==> src/hdl/rau_pkg.sv <==
package rau_pkg;

   localparam int unsigned OPERAND_WIDTH = 16;
   localparam int unsigned NUM_WIDTH = 33;
   localparam int unsigned DEN_WIDTH = 32;

   localparam logic [2:0] FUNC_ADD     = 3'd0;
   localparam logic [2:0] FUNC_SUB     = 3'd1;
   localparam logic [2:0] FUNC_ADD_INT = 3'd2;
   localparam logic [2:0] FUNC_SUB_INT = 3'd3;
   localparam logic [2:0] FUNC_REDUCE  = 3'd4;
   localparam logic [2:0] FUNC_QUOT    = 3'd5;
   localparam logic [2:0] FUNC_UNUSED6 = 3'd6;
   localparam logic [2:0] FUNC_UNUSED7 = 3'd7;

   typedef enum logic [2:0] {
      ST_IDLE,
      ST_MUL1,
      ST_MUL2,
      ST_GCD,
      ST_DIV_N,
      ST_DIV_D,
      ST_OUT
   } state_type;

   // controller to datapath
   typedef struct packed {
      logic load;
      logic mul1;
      logic gcd_step;
      logic div_start_n;
      logic div_start_d;
      logic div_step;
      logic fin_n;
      logic fin_d;
      logic fin_simple;
   } cmd_type;

   // datapath to controller
   typedef struct packed {
      logic [2:0] func;
      logic       gcd_done;
      logic       div_done;
   } stat_type;

   typedef struct packed {
      logic [2:0]                      func;
      logic signed [OPERAND_WIDTH-1:0] a_num;
      logic signed [OPERAND_WIDTH-1:0] a_den;
      logic signed [OPERAND_WIDTH-1:0] b_num;
      logic signed [OPERAND_WIDTH-1:0] b_den;
   } req_type;

   typedef struct packed {
      logic [NUM_WIDTH-1:0] res_num;
      logic [DEN_WIDTH-1:0] res_den;
      logic                 status;
   } rsp_type;

endpackage

==> src/hdl/rau_ctrl.sv <==
module rau_ctrl
   import rau_pkg::*;
(
   input  logic     clock,
   input  logic     reset,
   input  logic     req_valid,
   output logic     req_stall,
   output logic     rsp_valid,
   input  logic     rsp_stall,
   input  stat_type stat,
   output cmd_type  cmd
);

   state_type state_ff, state_in;

   // state register
   always_ff @(posedge clock) begin
      if (reset) begin
         state_ff <= ST_IDLE;
      end else begin
         state_ff <= state_in;
      end
   end

   // next state and commands
   always_comb begin
      state_in  = state_ff;
      cmd       = '0;
      req_stall = 1'b1;
      rsp_valid = 1'b0;
      unique case (state_ff)
         ST_IDLE: begin
            req_stall = 1'b0;
            if (req_valid) begin
               cmd.load = 1'b1;
               state_in = ST_MUL1;
            end
         end
         ST_MUL1: begin
            cmd.mul1 = 1'b1;
            state_in = ST_MUL2;
         end
         ST_MUL2: begin
            unique case (stat.func)
               FUNC_REDUCE: begin
                  state_in = ST_GCD;
               end
               FUNC_QUOT: begin
                  cmd.div_start_n = 1'b1;
                  state_in = ST_DIV_N;
               end
               default: begin
                  cmd.fin_simple = 1'b1;
                  state_in       = ST_OUT;
               end
            endcase
         end
         ST_GCD: begin
            if (stat.gcd_done) begin
               cmd.div_start_n = 1'b1;
               state_in = ST_DIV_N;
            end else begin
               cmd.gcd_step = 1'b1;
            end
         end
         ST_DIV_N: begin
            if (stat.div_done) begin
               cmd.fin_n = 1'b1;
               if (stat.func == FUNC_REDUCE) begin
                  cmd.div_start_d = 1'b1;
                  state_in = ST_DIV_D;
               end else begin
                  state_in = ST_OUT;
               end
            end else begin
               cmd.div_step = 1'b1;
            end
         end
         ST_DIV_D: begin
            if (stat.div_done) begin
               cmd.fin_d = 1'b1;
               state_in = ST_OUT;
            end else begin
               cmd.div_step = 1'b1;
            end
         end
         ST_OUT: begin
            rsp_valid = 1'b1;
            if (!rsp_stall) begin
               state_in = ST_IDLE;
            end
         end
         default: begin
            state_in = ST_IDLE;
         end
      endcase
   end

endmodule

==> src/hdl/rau_dp.sv <==
module rau_dp
   import rau_pkg::*;
(
   input  logic     clock,
   input  req_type  req_item,
   input  cmd_type  cmd,
   output stat_type stat,
   output rsp_type  rsp
);

   localparam int unsigned W  = OPERAND_WIDTH;
   localparam int unsigned PW = 2 * OPERAND_WIDTH;
   localparam int unsigned CW = $clog2(OPERAND_WIDTH + 1);

   logic [2:0]          func_ff;
   logic signed [W-1:0] an_ff, ad_ff, bn_ff, bd_ff;
   logic signed [PW:0]  p1_ff;
   logic signed [PW:0]  p2_ff;
   logic [W:0]          x_ff, y_ff;
   logic [CW-1:0]       gk_ff;
   logic [W:0]          g_ff;
   logic [W:0]          rem_ff, quo_ff, dvs_ff;
   logic [CW-1:0]       cnt_ff;
   logic                busy_ff;
   rsp_type             rsp_ff;

   logic [W:0]  mag_an, mag_ad;
   logic [W+1:0] trial;
   logic [W:0]  rem_shift;
   logic [W:0]  g_val;
   logic [NUM_WIDTH-1:0] q_ext;
   logic signed [PW-1:0] prod_ab, prod_ba, prod_dd;

   assign mag_an = an_ff[W-1] ? -{an_ff[W-1], an_ff} : {an_ff[W-1], an_ff};
   assign mag_ad = ad_ff[W-1] ? -{ad_ff[W-1], ad_ff} : {ad_ff[W-1], ad_ff};

   // cross products at full width
   assign prod_ab = PW'(an_ff) * PW'(bd_ff);
   assign prod_ba = PW'(ad_ff) * PW'(bn_ff);
   assign prod_dd = PW'(ad_ff) * PW'(bd_ff);

   // gcd once one side reaches zero, common twos put back
   assign g_val = (x_ff | y_ff) << gk_ff;

   // restoring division step
   assign rem_shift = {rem_ff[W-1:0], quo_ff[W]};
   assign trial     = {1'b0, rem_shift} - {1'b0, dvs_ff};
   assign q_ext     = NUM_WIDTH'(quo_ff);

   assign stat.func     = func_ff;
   assign stat.gcd_done = (x_ff == '0) || (y_ff == '0);
   assign stat.div_done = busy_ff && (cnt_ff == '0);
   assign rsp           = rsp_ff;

   always_ff @(posedge clock) begin
      // operand capture
      if (cmd.load) begin
         func_ff <= req_item.func;
         an_ff   <= req_item.a_num;
         ad_ff   <= req_item.a_den;
         bn_ff   <= req_item.b_num;
         bd_ff   <= req_item.b_den;
         busy_ff <= 1'b0;
      end
      // first products, gcd seed
      if (cmd.mul1) begin
         if (func_ff == FUNC_ADD || func_ff == FUNC_SUB) begin
            p1_ff <= (PW+1)'(prod_ab);
         end else begin
            p1_ff <= (PW+1)'(an_ff);
         end
         p2_ff <= (PW+1)'(prod_ba);
         x_ff  <= mag_an;
         y_ff  <= mag_ad;
         gk_ff <= '0;
      end
      // binary gcd step: drop common twos, strip lone twos, subtract odds
      if (cmd.gcd_step) begin
         if (!x_ff[0] && !y_ff[0]) begin
            x_ff  <= x_ff >> 1;
            y_ff  <= y_ff >> 1;
            gk_ff <= gk_ff + 1'b1;
         end else if (!x_ff[0]) begin
            x_ff <= x_ff >> 1;
         end else if (!y_ff[0]) begin
            y_ff <= y_ff >> 1;
         end else if (x_ff >= y_ff) begin
            x_ff <= x_ff - y_ff;
         end else begin
            y_ff <= y_ff - x_ff;
         end
      end
      // divider start
      if (cmd.div_start_n || cmd.div_start_d) begin
         rem_ff  <= '0;
         cnt_ff  <= CW'(W + 1);
         busy_ff <= 1'b1;
         if (func_ff == FUNC_QUOT) begin
            quo_ff <= mag_an;
            dvs_ff <= mag_ad;
         end else begin
            if (cmd.div_start_n) begin
               quo_ff <= mag_an;
               dvs_ff <= g_val;
               g_ff   <= g_val;
            end else begin
               quo_ff <= mag_ad;
               dvs_ff <= g_ff;
            end
         end
      end
      if (cmd.div_step) begin
         cnt_ff <= cnt_ff - 1'b1;
         if (!trial[W+1]) begin
            rem_ff <= trial[W:0];
            quo_ff <= {quo_ff[W-1:0], 1'b1};
         end else begin
            rem_ff <= rem_shift;
            quo_ff <= {quo_ff[W-1:0], 1'b0};
         end
      end
      // divider idle unless the second pass starts now
      if (cmd.fin_d || (cmd.fin_n && !cmd.div_start_d)) begin
         busy_ff <= 1'b0;
      end
      // result forming
      if (cmd.fin_simple) begin
         rsp_ff.status <= 1'b0;
         case (func_ff)
            FUNC_ADD: begin
               rsp_ff.res_num <= NUM_WIDTH'(p1_ff + p2_ff);
               rsp_ff.res_den <= DEN_WIDTH'(prod_dd);
            end
            FUNC_SUB: begin
               rsp_ff.res_num <= NUM_WIDTH'(p1_ff - p2_ff);
               rsp_ff.res_den <= DEN_WIDTH'(prod_dd);
            end
            FUNC_ADD_INT: begin
               rsp_ff.res_num <= NUM_WIDTH'(p1_ff + p2_ff);
               rsp_ff.res_den <= DEN_WIDTH'(ad_ff);
            end
            FUNC_SUB_INT: begin
               rsp_ff.res_num <= NUM_WIDTH'(p1_ff - p2_ff);
               rsp_ff.res_den <= DEN_WIDTH'(ad_ff);
            end
            default: begin
               rsp_ff.res_num <= '0;
               rsp_ff.res_den <= '0;
            end
         endcase
      end
      if (cmd.fin_n) begin
         if (func_ff == FUNC_QUOT) begin
            if (mag_ad == '0) begin
               rsp_ff.status  <= 1'b1;
               rsp_ff.res_num <= '0;
               rsp_ff.res_den <= '0;
            end else begin
               rsp_ff.status  <= 1'b0;
               rsp_ff.res_num <= (an_ff[W-1] != ad_ff[W-1]) ? -q_ext : q_ext;
               rsp_ff.res_den <= DEN_WIDTH'(1);
            end
         end else begin
            rsp_ff.status  <= (g_ff == '0);
            rsp_ff.res_num <= (g_ff == '0) ? '0 : (an_ff[W-1] ? -q_ext : q_ext);
         end
      end
      if (cmd.fin_d) begin
         if (g_ff == '0) begin
            rsp_ff.res_den <= '0;
         end else begin
            rsp_ff.res_den <= ad_ff[W-1] ? -DEN_WIDTH'(quo_ff) : DEN_WIDTH'(quo_ff);
         end
      end
   end

endmodule

==> src/hdl/rational_arith_unit_top.sv <==
// channel  | ports                 | payload
// request  | req_valid / req_stall | req_item  (func, a_num, a_den, b_num, b_den)
// response | rsp_valid / rsp_stall | rsp_item  (res_num, res_den, status)
// one item in work at a time, W = operand width; add, subtract, integer ops skip gcd and divider
// quotient: one-bit-per-cycle restoring divider
// reduce: binary gcd (one shift or subtract per cycle), then two divider passes
// sync active-high reset idles the controller; a stalled result holds and stalls input
module rational_arith_unit_top
   import rau_pkg::*;
(
   input  logic    clock,
   input  logic    reset,
   input  logic    req_valid,
   output logic    req_stall,
   input  req_type req_item,
   output logic    rsp_valid,
   input  logic    rsp_stall,
   output rsp_type rsp_item
);

   cmd_type  cmd;
   stat_type stat;

   // sequencer
   rau_ctrl u_ctrl (
      .clock     (clock),
      .reset     (reset),
      .req_valid (req_valid),
      .req_stall (req_stall),
      .rsp_valid (rsp_valid),
      .rsp_stall (rsp_stall),
      .stat      (stat),
      .cmd       (cmd)
   );

   // arithmetic
   rau_dp u_dp (
      .clock     (clock),
      .req_item  (req_item),
      .cmd       (cmd),
      .stat      (stat),
      .rsp       (rsp_item)
   );

endmodule
==> config.mk <==
export PLATFORM = sky130hd
export DESIGN_NAME = rational_arith_unit_top
export DESIGN_NICKNAME = d
export VERILOG_FILES = /design/src/hdl/rau_pkg.sv /design/src/hdl/rau_ctrl.sv /design/src/hdl/rau_dp.sv /design/src/hdl/rational_arith_unit_top.sv
export SDC_FILE = /design/constraint.sdc
export NUM_CORES = 2
export LEC_CHECK = 0
export BUFFER_PORTS_ARGS = -buffer_cell sky130_fd_sc_hd__buf_2
export CAP_MARGIN = 20
export CORE_MARGIN = 2
export CORE_UTILIZATION = 45
export CTS_CLUSTER_DIAMETER = 50
export DETAILED_ROUTE_END_ITERATION = 8
export GPL_TIMING_DRIVEN = 0
export PLACE_DENSITY = 0.63
export SYNTH_ARGS = -nofsm -noshare
export SYNTH_HDL_FRONTEND = slang
export SYNTH_SLANG_ARGS = --single-unit
==> constraint.sdc <==
create_clock -name clock -period 8.49 [get_ports clock]
set_clock_uncertainty 0.15 [all_clocks]
set_input_delay 2.547 -clock clock [delete_from_list [all_inputs] [get_ports clock]]
set_output_delay 2.547 -clock clock [all_outputs]
set_load 0.05 [all_outputs]
======== After elaboration in Yosys (flattened, before gate mapping) ========
Cells that the tools add are included.
cells by class
  bitwise operators ....................... 2
  mux-type cells .......................... 73
  reductions and logical operators ........ 24
  $add $sub $neg .......................... 11
  magnitude comparators ................... 1
  shift operators ......................... 1
  eq/ne operators ......................... 17
  $mul .................................... 3
operators with widths
  cell                  count
  $mux W17              20
  $pmux W65 S4          1
  $mux W66              3
  $mux W33              5
  $mux W32              4
  $mul A16 B16 Y32      3
  $logic_not A17 Y1     4
  $mux W16              3
  $neg A17 Y17          2
  $sub A17 B17 Y17      2
  $add A33 B32 Y33      1
  $neg A17 Y33          1
  $sub A33 B32 Y33      1
  $neg A17 Y32          1
  $mux W5               5
  $mux W1               23
  $pmux W3 S7           1
  $sub A17 B17 Y18      1
  $ge A17 B17 Y1        1
  $or A17 B17 Y17       1
  $shl A17 B5 Y17       1
  $eq A3 B3 Y1 const B  5
  $mux W3               5
  $eq A3 B2 Y1 const B  4
  18 further kinds      34
word-level totals
  bits in registers ....................... 313
  output and inout bits ................... 68
  bits of input ports ..................... 71
  word-level logic and storage cells ...... 152

======== Depth between registers and ports, before layout ========
  depth in word-level cells ............... 8
  mapped depth ............................ 28
  depth with buffers taken out ............ 24

======== Cells and area by module ========
A second synthesis with hierarchy kept.
unflattened totals
  cells, all modules ...................... 5464
  area total of the unflattened synthesis .. 49708.9 um2
by module, submodules not included
  module    area an instance (um2)  seq. area each (um2)  cells an instance  times used
  rau_dp    49389.9                 8558.2                5417               1
  rau_ctrl  319.1                   60.1                  47                 1

======== Worst setup path before layout ========
Ideal clock, no wire load.
  path type ............................... register to register
  start ................................... register u_dp.ad_ff[15]
  end ..................................... register u_dp.rsp_ff (netlist bit u_dp.rsp[32])
  buffers on the path ..................... 5
  data arrival time ....................... 7362 ps
  cell stages (with the launch flop) ...... 28
  period minus slack after synthesis ...... 7634 ps
  slack ................................... 856 ps
  required time ........................... 8218 ps
  setup time .............................. 122 ps
  cells stage by stage .................... edfxtp_1 clkbuf_1 clkbuf_1 clkbuf_1 buf_1 buf_1 nand2_1 inv_1 fa_1 inv_1 fa_1 fa_1 inv_1 fa_1 fa_1 inv_1 fa_1 inv_1 ha_1 o21ai_0 o21bai_1 a21o_1 a221o_1 a221o_1 a221o_1 o41ai_2 xnor2_1 a221o_1
on the way
  word-level cells in the longest chain between the ends .. 6
  elaborated cells between the ends (all ways) .. 8
  those cells by class .................... mul: 1; mux: 7
RTL lines
  what                      line           RTL
  start: declaration        rau_dp.sv:16   logic signed [W-1:0] an_ff, ad_ff, bn_ff, bd_ff;
  start signal: assignment  rau_dp.sv:60   ad_ff <= req_item.a_den;
  $mul A16 B16 Y32          rau_dp.sv:40   assign prod_dd = PW'(ad_ff) * PW'(bd_ff);
  $pmux W65 S4              rau_dp.sv:129  case (func_ff)
  $mux W66                  rau_dp.sv:127  if (cmd.fin_simple) begin
  $mux W32                  rau_dp.sv:153  if (func_ff == FUNC_QUOT) begin
  $mux W66                  rau_dp.sv:152  if (cmd.fin_n) begin
  $mux W32 (*)              rau_dp.sv:168  if (cmd.fin_d) begin
  end: declaration          rau_dp.sv:25   rsp_type rsp_ff;
Every way passes the cells marked *; elsewhere a longest branch is shown, timed or not. The select of a mux whose other input is x is not followed.
A chain may end at the register's enable or synchronous reset.

======== Worst setup path after layout ========
  start ................................... register u_dp.bd_ff[9]
  end ..................................... register u_dp.rsp_ff (netlist bit u_dp.rsp[32])
on the way
  word-level cells in the longest chain between the ends .. 6
RTL lines
  what                      line           RTL
  start: declaration        rau_dp.sv:16
  start signal: assignment  rau_dp.sv:62   bd_ff <= req_item.b_den;
  $mul A16 B16 Y32 (*)      rau_dp.sv:40
  $pmux W65 S4 (*)          rau_dp.sv:129
  $mux W66 (*)              rau_dp.sv:127
  $mux W32                  rau_dp.sv:153
  $mux W66 (*)              rau_dp.sv:152
  $mux W32 (*)              rau_dp.sv:168
Marks and branches as above.

==> out/results.tsv <==
stage	metric	value	unit
setup_path	WS Path Type	reg -> reg	
synth	Avg Inst Size Synth	9.048	µm²
detailed_routing	Vias/cell	5.547	
global_route	vias in the first global route	40544	
global_route	initial antenna violation count	6	
setup_path	worst reg2reg path startpoint	u_dp.bd_ff[9]$_DFFE_PP_	
global_route	first-pass GRT wire length	240500	µm
cts	Clock Tree Buf Depth	3	
cts	Inserted Clock Buffers	49	
setup_path	R2R Path End	u_dp.rsp[32]$_DFF_P_	
layout	Design Area, Final	54290	µm²
cts	Sink Count	312	
placement	final HPWL from detailed placement	131600	µm
flow_run	# Max-Cap Violations	0	
synth	#FFs+latches synth	312	
cts	H-Tree Depth	2	
setup_path	CP Capture Type	register	
die	die height	336.4	µm
die	Die W	336.4	µm
synth	EDFF count, synth	237	
layout	most frequent cells in the layout	inv_1, fa_1, nand2_1	
detailed_routing	DR iter-0 viols	3442	
detailed_routing	via count	39980	
sta	max_slew headroom	23.81	%
die	core area	109300	µm²
placement	Port Buffers	138	
worst_hold_path	HP Class	reg -> reg	
setup_path	crit path to	u_dp.rsp[32]$_DFF_P_	
layout	FILL cells	10600	
setup_path	Worst EP arrival	8.65	ns
setup_path	CP Max Fanout	10	
synth	Netlist cell types	76	
sta	Max Slew Vio Count	0	
cts	clk_lat worst skew	0.70	ns
synth	dominant synthesized flop cell	edfxtp_1	
sta	minimum clock period	8.217	ns
layout	layout cells sized above 1	5.516	%
sta	worst hold slack	0.3288	ns
cts	Clk Tree Root Cell	clkbuf_16	
global_route	largest net degree at the start of global routing	66	
synth	Synth top area share	31.84	%
synth	register area share after synthesis	17.33	%
sta	# setup viols final	0	
cts	CTS tree	built	
die	io pins	139	
synth	Area contributors post-synth	fa_1, edfxtp_1, ha_1	
die	initial core utilization	45.49	%
setup_path	reg2reg path depth	24	
layout	# nets final	6935	
synth	Mapped Cells	5496	
die	Rows	121	
outcome	outcome	completed	
sta	RSZ-0062 raised after global routing	no	
setup_path	CP startpoint kind	register	
synth	Async SR Flop Fraction	0	%
sta	worst slew pin tran	1.143	ns
synth	Synth area leader	fa_1	
sta	TNS Setup	0	ns
synth	Post-Syn Area	49730	µm²
setup_path	required arrival time at the worst endpoint	8.93	ns
sta	Tcrit/Tclk final	96.78	%
detailed_routing	DR DRC count	0	
detailed_routing	final WL	158900	µm
detailed_routing	antenna viol nets, final	0	
setup_path	crit path launch	u_dp.bd_ff[9]$_DFFE_PP_	
sta	final hold violation count	0	
setup_path	flop-to-flop setup slack	0.27	ns
placement	gpl congestion	0.9885	
synth	YS warnings	0	
sta	fin worst setup slack	0.2733	ns
global_route	GRT Total Usage	28.37	%
detailed_routing	DR WL/cell	22.05	µm
global_route	total grt overflow	0	
detailed_routing	Pre-antenna DRT Iters	8	
placement	placed cell areas	52440	µm²
synth	syn nets	6741	
sta	fmax	121.7	MHz
placement	pre-CTS WS	-1.335	ns
cts	CTS clk-pin slew, worst paths	0.06	ns
layout	synthesis-to-finish area growth	9.174	%
layout	most common cell after layout, fill and taps aside	inv_1	
die	Die Area	113200	µm²
cts	hold_buf cts	0	
## registers in the layout, summed over array words and instances (netlist names)
register and flops:
u_dp.func_ff 3, u_dp.cnt_ff 5, u_dp.g_ff 17, u_dp.x_ff 17
u_dp.p1_ff 32, u_dp.rsp 66, u_dp.quo_ff 17, u_dp.gk_ff 5
u_dp.bn_ff 16, u_dp.ad_ff 16, u_dp.dvs_ff 17, u_ctrl.state_ff 3
u_dp.an_ff 16, u_dp.rem_ff 16, u_dp.p2_ff 32, u_dp.y_ff 17
u_dp.busy_ff 1, u_dp.bd_ff 16
## through the flow
stage          instances  util [%]
2_1_floorplan       5496         -
3_3_place_gp        7110     47.81
3_5_place_dp        7119     47.97
4_1_cts             7207     49.59
5_1_grt             7205     49.66
6_report            7208     49.67
## how the worst min path moves through the flow
stage	start	endpoint	slack, ns	depth (start not counted)
2_1_floorplan	u_dp.quo_ff[0]$_DFFE_PP_	u_dp.rsp[1]$_DFF_P_	0.32	2
3_3_place_gp	u_dp.rsp[16]$_DFF_P_	u_dp.rsp[16]$_DFF_P_	0.31	2
3_5_place_dp	u_dp.rsp[15]$_DFF_P_	u_dp.rsp[15]$_DFF_P_	0.32	2
4_1_cts	u_dp.rsp[15]$_DFF_P_	u_dp.rsp[15]$_DFF_P_	0.33	2
5_1_grt	u_dp.rsp[16]$_DFF_P_	u_dp.rsp[16]$_DFF_P_	0.35	2
6_report	u_dp.rsp[16]$_DFF_P_	u_dp.rsp[16]$_DFF_P_	0.33	2
## critical path: stages, from the launching register on
cell,delay [ns]
edfxtp_1,0.74
clkbuf_1,0.72
nand2_1,0.16
fa_1,0.52
inv_1,0.06
fa_1,0.50
inv_1,0.06
fa_1,0.57
inv_1,0.06
fa_1,0.44
fa_1,0.49
inv_1,0.05
fa_1,0.47
inv_1,0.04
ha_1,0.34
a21o_1,0.19
a211oi_1,0.25
o21bai_1,0.13
a21o_1,0.20
a221o_1,0.41
a221o_1,0.44
a221o_1,0.36
o41ai_2,0.24
xnor2_1,0.21
a221o_1,0.32
## layout make-up
cell class | instances | area, µm² | area share, %
diodes | 3 | 7.507 | 0.01383
plain buffers | 270 | 1064 | 1.959
clock buffers | 50 | 1230 | 2.266
clock inverters | 40 | 521.8 | 0.9611
inverters | 1016 | 3814 | 7.025
multi-input cells | 3889 | 36280 | 66.83
flip-flops and latches | 312 | 8618 | 15.88
well taps | 1476 | 1847 | 3.402
repair buffers | 152 | 908.4 | 1.673
## logic make-up after synthesis
| logic type | share of synthesized area (%) |
|---|---|
| xor+xnor | 3.981 |
| buf+inv | 9.793 |
| fa+ha+maj | 41.50 |
| compound gates | 10.96 |
| flops | 17.33 |
| simple gates | 15.09 |
| mux | 1.341 |
## layer usage
metal  vias up  share of wire (%)  GRT usage, %
li1      17967                  -             -
met1     20159                 38         35.05
met2      1514                 47         46.74
met3       336                8.2         5.671
met4         4                6.4         15.51
met5         -              0.017             0
## Yosys cell counts (28+ instances only)
library cell / count
nand2_1: 654
o31ai_1: 37
inv_1: 1008
xor2_1: 81
o21ai_0: 210
o22ai_1: 41
fa_1: 791
clkbuf_1: 255
a211oi_1: 34
ha_1: 383
o21bai_1: 32
edfxtp_1: 237
nor2_1: 248
and2_1: 329
nand2b_1: 65
nor3_1: 55
xnor2_1: 145
nand3_1: 54
mux2i_1: 43
dfxtp_1: 75
nor2b_1: 28
a21o_1: 47
a21oi_1: 245
## timing repair
item                       CTS  global route
setup buffers                0             5
hold endpoints to repair     0             0
resized for setup           16            26
setup endpoints to repair   29            11
Power is left out: the tool's default activity adds up to more than one toggle a clock period on the data nets, which glitch-free logic cannot reach.
